File: config.mk
export PLATFORM = sky130hd
export DESIGN_NAME = pid_filtered_derivative
export DESIGN_NICKNAME = d
export VERILOG_FILES = /design/src/rtl/pfd_pkg.sv /design/src/rtl/pid_filtered_derivative.sv /design/src/rtl/pfd_mul.sv /design/src/rtl/pfd_div.sv
export SDC_FILE = /design/constraint.sdc
export NUM_CORES = 2
export LEC_CHECK = 0
export ABC_AREA = 1
export CAP_MARGIN = 0
export CORE_ASPECT_RATIO = 0.8
export CORE_MARGIN = 1
export CORE_UTILIZATION = 39
export DETAILED_ROUTE_END_ITERATION = 12
export DONT_BUFFER_PORTS = 1
export PLACE_DENSITY = 0.56
export REMOVE_ABC_BUFFERS = 1
export SLEW_MARGIN = 25
export SYNTH_ARGS = -nofsm -noshare
export SYNTH_HDL_FRONTEND = slang
export SYNTH_SLANG_ARGS = --single-unit
File: constraint.sdc
create_clock -name i_clk -period 8.3 [get_ports i_clk]
set_input_delay 1.245 -clock i_clk [delete_from_list [all_inputs] [get_ports i_clk]]
set_output_delay 1.245 -clock i_clk [all_outputs]
set_load 0.005 [all_outputs]
File: src/rtl/pfd_pkg.sv
// Shared types and constants of the filtered-derivative PID controller.
package pfd_pkg;

    localparam int KW        = 63;
    localparam int CFG_IDX_W = 3;
    localparam int N_TERMS   = 5;

    typedef enum logic [5:0] {
        ST_IDLE  = 6'b000001,
        ST_CMUL  = 6'b000010,
        ST_CDIV  = 6'b000100,
        ST_TERM  = 6'b001000,
        ST_ROUND = 6'b010000,
        ST_DONE  = 6'b100000
    } t_state;

    typedef enum logic [CFG_IDX_W-1:0] {
        REG_PROP   = 3'd0,
        REG_INTEG  = 3'd1,
        REG_DERIV  = 3'd2,
        REG_FILTER = 3'd3,
        REG_PERIOD = 3'd4
    } t_reg_idx;

    typedef struct packed {
        logic start;
        logic done;
    } t_unit_hs;

endpackage

File: src/rtl/pid_filtered_derivative.sv
// Top level of the filtered-derivative PID controller.
//
// Usage: write the five gain/period registers on the cfg channel (index 0..4:
// Kp, Ki, Kd, N, Ts). After reset and after every register write the block
// recomputes its five difference-equation coefficients in a background pass,
// run through one bit-serial multiplier and one bit-serial divider; s_tready
// and cfg_ready stay low during that pass.
// Each error item on the s channel is then worked, from acceptance to the result
// in the output register, as five products k*x, each W+1 iterations of the shared
// bit-serial multiplier, then a rounding step and a saturation step. One item
// is worked on at a time.
// The result (control_out in tdata, saturated flag in tuser) waits in the
// output register while m_tready is low; the next item may be accepted
// meanwhile and finishes only once that register frees up.
// Reset clears the registers and histories and starts the coefficient pass.
module pid_filtered_derivative #(
    parameter int DATA_WIDTH = 32,
    parameter int FRAC_BITS  = 16
) (
    input  logic                                   i_clk,
    input  logic                                   i_rst_n,
    input  logic                                   i_s_tvalid,
    output logic                                   o_s_tready,
    input  logic [((DATA_WIDTH+7)/8)*8-1:0]        i_s_tdata,   // error_sample
    output logic                                   o_m_tvalid,
    input  logic                                   i_m_tready,
    output logic [((DATA_WIDTH+7)/8)*8-1:0]        o_m_tdata,   // control_out
    output logic [0:0]                             o_m_tuser,   // saturated
    input  logic                                   i_cfg_valid,
    output logic                                   o_cfg_ready,
    input  logic [pfd_pkg::CFG_IDX_W-1:0]          i_cfg_index,
    input  logic [DATA_WIDTH-1:0]                  i_cfg_data
);

    localparam int W     = DATA_WIDTH;
    localparam int F     = FRAC_BITS;
    localparam int TD_W  = ((W + 7) / 8) * 8;
    localparam int KW    = pfd_pkg::KW;
    localparam int A0_W  = W + 1;
    localparam int MB_W  = W + 1;
    localparam int PW    = KW + MB_W;
    localparam int NUM_W = (2 * W + 3 > 64) ? 2 * W + 3 : 64;
    localparam int ACC_W = W + 68;
    localparam int KDN_W = 2 * W - F;

    pfd_pkg::t_state r_state;
    logic [2:0]      r_step;
    logic            r_launch;
    logic            r_dirty;

    logic [W-1:0]     r_kp, r_ki, r_kd, r_n, r_ts;
    logic [A0_W-1:0]  r_a0;
    logic [W-1:0]     r_kits;
    logic [KDN_W-1:0] r_kdn;
    logic [NUM_W-1:0] r_b0n, r_b1n;
    logic [KW-1:0]    r_k [pfd_pkg::N_TERMS];

    logic [W-1:0]     r_u1, r_u2, r_e0, r_e1, r_e2;
    logic [ACC_W-1:0] r_acc;

    logic             r_o_valid;
    logic [W-1:0]     r_o_data;
    logic             r_o_sat;

    pfd_pkg::t_unit_hs mul_hs, div_hs;
    logic [KW-1:0]    mul_a;
    logic [MB_W-1:0]  mul_b;
    logic [PW-1:0]    prod;
    logic [NUM_W-1:0] div_num;
    logic [NUM_W-1:0] quo;
    logic [KW-1:0]    kval;

    logic [A0_W-1:0]  one;
    logic [A0_W-1:0]  a0p1;
    logic [W-1:0]     xsel;
    logic [W-1:0]     xmag;
    logic             t_neg;
    logic [ACC_W-1:0] p_ext;
    logic [ACC_W-F-W:0] hi;
    logic             fits;
    logic [W-1:0]     res;
    logic             res_sat;
    logic             in_fire, cfg_fire, out_free;

    assign one  = A0_W'(1) << F;
    assign a0p1 = r_a0 + one;

    assign in_fire  = i_s_tvalid && o_s_tready;
    assign cfg_fire = i_cfg_valid && o_cfg_ready;
    assign out_free = !r_o_valid || i_m_tready;

    always_comb begin
        case (r_step)
            3'd0:    xsel = r_u1;
            3'd1:    xsel = r_u2;
            3'd2:    xsel = r_e0;
            3'd3:    xsel = r_e1;
            3'd4:    xsel = r_e2;
            default: xsel = '0;
        endcase
        xmag  = xsel[W-1] ? (~xsel + 1'b1) : xsel;
        t_neg = xsel[W-1] ^ ((r_step == 3'd1) || (r_step == 3'd3));

        mul_a = '0;
        mul_b = '0;
        if (r_state == pfd_pkg::ST_TERM) begin
            mul_a = r_k[r_step];
            mul_b = {1'b0, xmag};
        end else begin
            case (r_step)
                3'd0: begin
                    mul_a = KW'(r_n);
                    mul_b = MB_W'(r_ts);
                end
                3'd1: begin
                    mul_a = KW'(r_ki);
                    mul_b = MB_W'(r_ts);
                end
                3'd2: begin
                    mul_a = KW'(r_kd);
                    mul_b = MB_W'(r_n);
                end
                3'd3: begin
                    mul_a = KW'(r_a0);
                    mul_b = MB_W'(r_kp) + MB_W'(r_kits);
                end
                3'd4: begin
                    mul_a = KW'(r_kp);
                    mul_b = a0p1;
                end
                default: begin
                    mul_a = '0;
                    mul_b = '0;
                end
            endcase
        end

        case (r_step)
            3'd0:    div_num = NUM_W'(a0p1) << F;
            3'd1:    div_num = NUM_W'(1) << (2 * F);
            3'd2:    div_num = r_b0n;
            3'd3:    div_num = r_b1n;
            3'd4:    div_num = (NUM_W'(r_kp) + NUM_W'(r_kdn)) << F;
            default: div_num = '0;
        endcase

        kval  = (|quo[NUM_W-1:KW]) ? {KW{1'b1}} : quo[KW-1:0];
        p_ext = ACC_W'(prod);

        hi      = r_acc[ACC_W-1:F+W-1];
        fits    = (&hi) || !(|hi);
        res_sat = !fits;
        if (fits) begin
            res = r_acc[F+W-1:F];
        end else if (r_acc[ACC_W-1]) begin
            res = {1'b1, {(W-1){1'b0}}};
        end else begin
            res = {1'b0, {(W-1){1'b1}}};
        end
    end

    assign mul_hs.start = r_launch &&
                          (r_state == pfd_pkg::ST_CMUL || r_state == pfd_pkg::ST_TERM);
    assign div_hs.start = r_launch && (r_state == pfd_pkg::ST_CDIV);

    pfd_mul #(
        .A_W (KW),
        .B_W (MB_W)
    ) u_pfd_mul (
        .i_clk   (i_clk),
        .i_rst_n (i_rst_n),
        .i_start (mul_hs.start),
        .i_a     (mul_a),
        .i_b     (mul_b),
        .o_done  (mul_hs.done),
        .o_prod  (prod)
    );

    pfd_div #(
        .N_W (NUM_W),
        .D_W (A0_W)
    ) u_pfd_div (
        .i_clk   (i_clk),
        .i_rst_n (i_rst_n),
        .i_start (div_hs.start),
        .i_num   (div_num),
        .i_den   (r_a0),
        .o_done  (div_hs.done),
        .o_quo   (quo)
    );

    always_ff @(posedge i_clk) begin
        if (!i_rst_n) begin
            r_state   <= pfd_pkg::ST_IDLE;
            r_step    <= '0;
            r_launch  <= 1'b0;
            r_dirty   <= 1'b1;
            r_kp      <= '0;
            r_ki      <= '0;
            r_kd      <= '0;
            r_n       <= '0;
            r_ts      <= '0;
            r_u1      <= '0;
            r_u2      <= '0;
            r_e1      <= '0;
            r_e2      <= '0;
            r_o_valid <= 1'b0;
        end else begin
            r_launch <= 1'b0;
            if (r_o_valid && i_m_tready) begin
                r_o_valid <= 1'b0;
            end
            if (cfg_fire) begin
                r_dirty <= 1'b1;
                case (pfd_pkg::t_reg_idx'(i_cfg_index))
                    pfd_pkg::REG_PROP:   r_kp <= i_cfg_data;
                    pfd_pkg::REG_INTEG:  r_ki <= i_cfg_data;
                    pfd_pkg::REG_DERIV:  r_kd <= i_cfg_data;
                    pfd_pkg::REG_FILTER: r_n  <= i_cfg_data;
                    pfd_pkg::REG_PERIOD: r_ts <= i_cfg_data;
                    default: ;
                endcase
            end
            case (r_state)
                pfd_pkg::ST_IDLE: begin
                    if (r_dirty) begin
                        r_state  <= pfd_pkg::ST_CMUL;
                        r_step   <= '0;
                        r_launch <= 1'b1;
                    end else if (in_fire) begin
                        r_state  <= pfd_pkg::ST_TERM;
                        r_step   <= '0;
                        r_launch <= 1'b1;
                    end
                end
                pfd_pkg::ST_CMUL: begin
                    if (mul_hs.done) begin
                        r_launch <= 1'b1;
                        if (r_step == 3'd4) begin
                            r_state <= pfd_pkg::ST_CDIV;
                            r_step  <= '0;
                        end else begin
                            r_step <= r_step + 1'b1;
                        end
                    end
                end
                pfd_pkg::ST_CDIV: begin
                    if (div_hs.done) begin
                        if (r_step == 3'd4) begin
                            r_state <= pfd_pkg::ST_IDLE;
                            r_dirty <= 1'b0;
                        end else begin
                            r_step   <= r_step + 1'b1;
                            r_launch <= 1'b1;
                        end
                    end
                end
                pfd_pkg::ST_TERM: begin
                    if (mul_hs.done) begin
                        if (r_step == 3'd4) begin
                            r_state <= pfd_pkg::ST_ROUND;
                        end else begin
                            r_step   <= r_step + 1'b1;
                            r_launch <= 1'b1;
                        end
                    end
                end
                pfd_pkg::ST_ROUND: begin
                    r_state <= pfd_pkg::ST_DONE;
                end
                pfd_pkg::ST_DONE: begin
                    if (out_free) begin
                        r_state   <= pfd_pkg::ST_IDLE;
                        r_o_valid <= 1'b1;
                        r_u2      <= r_u1;
                        r_u1      <= res;
                        r_e2      <= r_e1;
                        r_e1      <= r_e0;
                    end
                end
                default: begin
                    r_state <= pfd_pkg::ST_IDLE;
                end
            endcase
        end
    end

    always_ff @(posedge i_clk) begin
        if (r_state == pfd_pkg::ST_IDLE && !r_dirty && in_fire) begin
            r_e0  <= i_s_tdata[W-1:0];
            r_acc <= '0;
        end
        if (r_state == pfd_pkg::ST_CMUL && mul_hs.done) begin
            case (r_step)
                3'd0: r_a0   <= A0_W'(prod[2*W-1:W]) + one;
                3'd1: r_kits <= prod[2*W-1:W];
                3'd2: r_kdn  <= prod[2*W-1:F];
                3'd3: r_b0n  <= NUM_W'(prod) + (NUM_W'(r_kdn) << F);
                3'd4: r_b1n  <= NUM_W'(prod) +
                                ((NUM_W'(r_kits) + (NUM_W'(r_kdn) << 1)) << F);
                default: ;
            endcase
        end
        if (r_state == pfd_pkg::ST_CDIV && div_hs.done) begin
            r_k[r_step] <= kval;
        end
        if (r_state == pfd_pkg::ST_TERM && mul_hs.done) begin
            r_acc <= r_acc + (t_neg ? ~p_ext : p_ext) + ACC_W'(t_neg);
        end
        if (r_state == pfd_pkg::ST_ROUND) begin
            r_acc <= r_acc + (ACC_W'(1) << (F - 1));
        end
        if (r_state == pfd_pkg::ST_DONE && out_free) begin
            r_o_data <= res;
            r_o_sat  <= res_sat;
        end
    end

    assign o_s_tready  = (r_state == pfd_pkg::ST_IDLE) && !r_dirty;
    assign o_cfg_ready = (r_state == pfd_pkg::ST_IDLE);
    assign o_m_tvalid  = r_o_valid;
    assign o_m_tdata   = TD_W'(r_o_data);
    assign o_m_tuser   = r_o_sat;

endmodule

File: src/rtl/pfd_mul.sv
// Bit-serial shift-add multiplier, one multiplier bit per cycle.
module pfd_mul #(
    parameter int A_W = 63,
    parameter int B_W = 33
) (
    input  logic                 i_clk,
    input  logic                 i_rst_n,
    input  logic                 i_start,
    input  logic [A_W-1:0]       i_a,
    input  logic [B_W-1:0]       i_b,
    output logic                 o_done,
    output logic [A_W+B_W-1:0]   o_prod
);

    localparam int P_W = A_W + B_W;
    localparam int C_W = $clog2(B_W + 1);

    logic [A_W-1:0] r_a;
    logic [P_W-1:0] r_p;
    logic [C_W-1:0] r_cnt;
    logic           r_busy;
    logic           r_done;
    logic [A_W:0]   sum;

    always_comb begin
        sum = {1'b0, r_p[P_W-1:B_W]} + (r_p[0] ? {1'b0, r_a} : {(A_W+1){1'b0}});
    end

    always_ff @(posedge i_clk) begin
        if (!i_rst_n) begin
            r_busy <= 1'b0;
            r_done <= 1'b0;
            r_cnt  <= '0;
        end else begin
            r_done <= 1'b0;
            if (i_start) begin
                r_busy <= 1'b1;
                r_cnt  <= C_W'(B_W - 1);
            end else if (r_busy) begin
                if (r_cnt == '0) begin
                    r_busy <= 1'b0;
                    r_done <= 1'b1;
                end else begin
                    r_cnt <= r_cnt - 1'b1;
                end
            end
        end
    end

    always_ff @(posedge i_clk) begin
        if (i_start) begin
            r_a <= i_a;
            r_p <= {{A_W{1'b0}}, i_b};
        end else if (r_busy) begin
            r_p <= {sum, r_p[B_W-1:1]};
        end
    end

    assign o_done = r_done;
    assign o_prod = r_p;

endmodule

File: src/rtl/pfd_div.sv
// Restoring divider, one quotient bit per cycle.
module pfd_div #(
    parameter int N_W = 67,
    parameter int D_W = 33
) (
    input  logic           i_clk,
    input  logic           i_rst_n,
    input  logic           i_start,
    input  logic [N_W-1:0] i_num,
    input  logic [D_W-1:0] i_den,
    output logic           o_done,
    output logic [N_W-1:0] o_quo
);

    localparam int C_W = $clog2(N_W + 1);

    logic [D_W-1:0] r_den;
    logic [D_W-1:0] r_rem;
    logic [N_W-1:0] r_q;
    logic [C_W-1:0] r_cnt;
    logic           r_busy;
    logic           r_done;
    logic [D_W:0]   trial;
    logic [D_W:0]   diff;
    logic           ge;
    logic [D_W-1:0] n_rem;

    always_comb begin
        trial = {r_rem, r_q[N_W-1]};
        diff  = trial - {1'b0, r_den};
        ge    = (trial >= {1'b0, r_den});
        n_rem = ge ? diff[D_W-1:0] : trial[D_W-1:0];
    end

    always_ff @(posedge i_clk) begin
        if (!i_rst_n) begin
            r_busy <= 1'b0;
            r_done <= 1'b0;
            r_cnt  <= '0;
        end else begin
            r_done <= 1'b0;
            if (i_start) begin
                r_busy <= 1'b1;
                r_cnt  <= C_W'(N_W - 1);
            end else if (r_busy) begin
                if (r_cnt == '0) begin
                    r_busy <= 1'b0;
                    r_done <= 1'b1;
                end else begin
                    r_cnt <= r_cnt - 1'b1;
                end
            end
        end
    end

    always_ff @(posedge i_clk) begin
        if (i_start) begin
            r_den <= i_den;
            r_q   <= i_num;
            r_rem <= '0;
        end else if (r_busy) begin
            r_q   <= {r_q[N_W-2:0], ge};
            r_rem <= n_rem;
        end
    end

    assign o_done = r_done;
    assign o_quo  = r_q;

endmodule

==> out/qor.csv <==
stage,metric,value,unit
outcome,status,finished clean,
power_and_ir_drop,cellLeakagePower,37.3,nW
synth,yosysWarningCount,0,
clock_network,cts_tree,built,
routing,wire_per_inst,27.8,um
global_routing,track_usage,33.7,%
setup_path,critical_path.top_delay_family,compound AO/OA/AOI/OAI gates,
flow_run,maxCapViolCount,0,
synth,ys_async_sr_fraction,0,%
timing,finalHoldViolCount,0,
power_and_ir_drop,p_sw_share,44.9,%
setup_path,cpPeakStageDelay,0.57,ns
die,ios,108,
cells_and_area,fillCellCount,21380,
setup_path,cp_cell_sequence,inv_1 -> ha_1 -> nand2_4 -> nor2_1 -> nor2_1 -> nand2_1 -> nand2_2 -> nand2_1 -> nand2_4 -> buf_4 -> xor2_1 -> ha_1 -> a21oi_1 -> o21ai_0 -> o21bai_1 -> a21oi_1 -> o21ai_0 -> a21oi_1 -> o21bai_1 -> or2_1 -> nand3_1 -> nand2_1,
synth,synth.distinct_cells,68,
setup_path,timing.rr.end,r_acc[83],
clock_network,cts_sinks,1339,
setup_path,criticalPathCategory,reg -> reg,
timing,finalClockSkew,0.0736,ns
setup_path,crit_required,8.87,ns
clock_network,cts-htree-levels,4,
timing,fmax,0.155,GHz
worst_hold_path,hold_end,r_u2[12],
synth,seq_area_frac_synth,43.2,%
clock_network,post-cts-setup-buffer-count,0,
global_routing,grt_pass1_wl,527,mm
synth,ys_ff_latch,1339,
global_routing,grt_pass1_vias,72422,
setup_path,cp-start-kind,flop,
worst_hold_path,hp-start,r_u1[12],
routing,first_pass_iters,6,
setup_path,cp_num_buf_inv,2,
clock_network,insertion_delay,0.86,ns
timing,fin_crit,6.45,ns
timing,maxSlewViolCount,0,
die,die_w,519,um
clock_network,cts_resized,0,
global_routing,grt_max_degree,269,
power_and_ir_drop,power_frac_seq,31.3,%
power_and_ir_drop,clkPwrFrac,25.9,%
place,dp_hpwl,293,mm
timing,fin_crit_sh,77.7,%
timing,setup_viol,0,
worst_hold_path,min_path_type,reg -> reg,
power_and_ir_drop,p_sw,11.9,mW
setup_path,rr_startpoint,r_step[1],
routing,num_vias,78306,
clock_network,cts_root_buf,clkbuf_16,
synth,netlist_area,83500,um2
place,gp_congestion,1.05,
synth,ys.flop_type,edfxtp_1,
power_and_ir_drop,ir_worst_vdd,0.167,mV
synth,netlist_top_cells_area,"edfxtp_1 (33%), dfxtp_1 (10%), nand2_1 (8.0%)",
synth,synth_edf_count,923,
setup_path,reg2reg_depth,22,
die,dieHeight,416,um
setup_path,endpoint_kind,flop,
clock_network,cts_made_buffers,156,
die,initial_core_util,39.4,%
timing,max_slew_margin,20.7,%
clock_network,ctsLongestPathBuffers,4,
die,core,212000,um2
synth,synth_top_cell_area_share,33.2,%
timing,setup_tns,0,ns
power_and_ir_drop,p_int,14.6,mW
cells_and_area,drive_above_1_share,4.60,%
synth,syn_inst,10606,
setup_path,worst_ep_arrival_time,7.02,ns
cells_and_area,nets,11029,
global_routing,antenna_found_initial,22,
synth,syn_area_per_cell,7.88,um2
routing,drc,0,
routing,avgViaCountPerCell,5.81,
timing,holdWs,0.463,ns
clock_network,clk_pin_slew,0.06,ns
power_and_ir_drop,power_frac_comb,42.8,%
setup_path,r2r_slack,1.85,ns
cells_and_area,fin_util,43.2,%
clock_network,hold_buffers,0,
die,core.rowCount,151,
timing,rsz0062_at_grt,false,
routing,drtAntennaViolNets,0,
power_and_ir_drop,power-per-cell-area,289,nW/um2
global_routing,grt_overflow,0,
synth,yosys.area.top_type,edfxtp_1,
timing,worstMarginPinSlew,1.18,ns
worst_hold_path,holdPathStages,2,
die,die_area,216000,um2
routing,drtIter0Drc,10440,
setup_path,cp_max_fo,38,
routing,wirelength,375,mm
place,io_buffers,0,
cells_and_area,syn2layout_area_growth,9.78,%
setup_path,critical-path-slowest-cell,nand2_4,
kinds of logic after synthesis:
logic type	count (synthesis)	synth area share [%]
xor+xnor	365	3.83
simple gates	3729	18.6
fa+ha+maj	423	6.41
flops	1339	43.2
buf+inv	1821	8.29
mux	42	0.503
compound gates	2887	19.3
cells in the final DEF, fill, tap and decap left out, drive strengths merged, types with 13 or more instances in the layout:
cell type  instances
nand2           1800
inv             1487
o21ai           1225
nor2            1173
a21oi           1011
edfxtp           923
dfxtp            416
ha               415
nand3            378
xor2             261
clkbuf           189
nor3             157
buf              107
xnor2            104
a31oi             89
o22ai             81
nand4             77
nor4              68
a21o              62
o221ai            58
clkinv            57
o21a              54
o211ai            48
o21bai            47
or2               47
mux2i             42
a22oi             32
a21boi            31
a221oi            30
a211oi            26
a22o              25
o32ai             23
o2111ai           21
nand3b            13
sequential cells by signal, summed over array words and instances (netlist names), 33 cells and up, named ones only:
register and count:
r_b1n 67, u_pfd_div.r_rem 33, u_pfd_mul.o_prod 96, r_a0 33, r_kdn 48, r_k 315, u_pfd_mul.r_a 63, u_pfd_div.r_den 33
r_b0n 67, r_acc 100, u_pfd_div.o_quo 67
tightest hold or removal path: stages (launching register included):
cell and delay (ns):
dfxtp_1 0.30, inv_1 0.07, a21oi_1 0.06
power groups by stage:
stage	Clock, mW	Combinational [mW]	Sequential (mW)
2_1_floorplan	0	6.73	8.03
3_3_place_gp	0	11.0	8.40
3_5_place_dp	0	10.9	8.40
4_1_cts	6.94	11.0	8.26
5_1_grt	7.17	12.1	8.29
6_report	6.87	11.3	8.30
layout make-up:
class / instances / area, um2 / share of cell area (%)
Timing Repair Buffer: 107 / 856 / 0.933
Antenna cell: 7 / 17.5 / 0.0191
Clock inverter: 80 / 719 / 0.785
Sequential cell: 1339 / 36100 / 39.3
Clock buffer: 189 / 4120 / 4.49
Inverter: 1484 / 5590 / 6.09
Tap cell: 2830 / 3540 / 3.86
Multi-Input combinational cell: 7446 / 40800 / 44.5
routing by layer:
| metal | part of all wire (%) | GRT usage, % | up-vias |
|---|---|---|---|
| li1 | - | - | 36022 |
| met1 | 46 | 51.0 | 37944 |
| met2 | 40 | 47.0 | 3806 |
| met3 | 11 | 7.49 | 528 |
| met4 | 3.4 | 10.3 | 6 |
| met5 | 0.012 | 0 | - |
synth_stat cells, types with 35 or more instances:
cell	n
o211ai_1	48
edfxtp_1	923
nor2_1	1160
nand2_1	1782
buf_1	39
o21ai_0	1184
xnor2_1	104
inv_1	1457
clkbuf_1	258
or2_2	36
nand4_1	75
a31oi_1	89
mux2i_1	42
o21a_1	54
buf_2	35
dfxtp_1	416
nor4_1	65
a21oi_1	1011
o21bai_1	47
a21o_1	62
o221ai_1	58
o21ai_1	40
nor3_1	145
nand3_1	373
ha_1	415
o22ai_1	81
xor2_1	261
how the worst max path moves through the flow:
stage	start	endpoint	slack [ns]	cells after the start
floorplan	i_m_tready	r_e1[10]	-2.86	5
global placement	r_step[1]	r_acc[92]	2.12	23
detailed placement	r_step[1]	r_acc[82]	2.05	25
CTS	r_step[1]	r_acc[82]	2.01	26
global route	r_step[1]	r_acc[82]	1.65	25
finish	r_step[1]	r_acc[83]	1.85	22
metrics by stage:
stage,cell area (um2),instances,worst slack (ns),total power [mW]
after floorplan,82200,10269,-2.86,14.8
final,91700,13482,1.85,26.5
after global routing,91700,13479,1.65,27.6
after global placement,86800,13203,2.12,19.4
after detailed placement,86800,13206,2.05,19.3
after CTS,91700,13475,2.01,26.2
(Power assumes the default switching activity.)
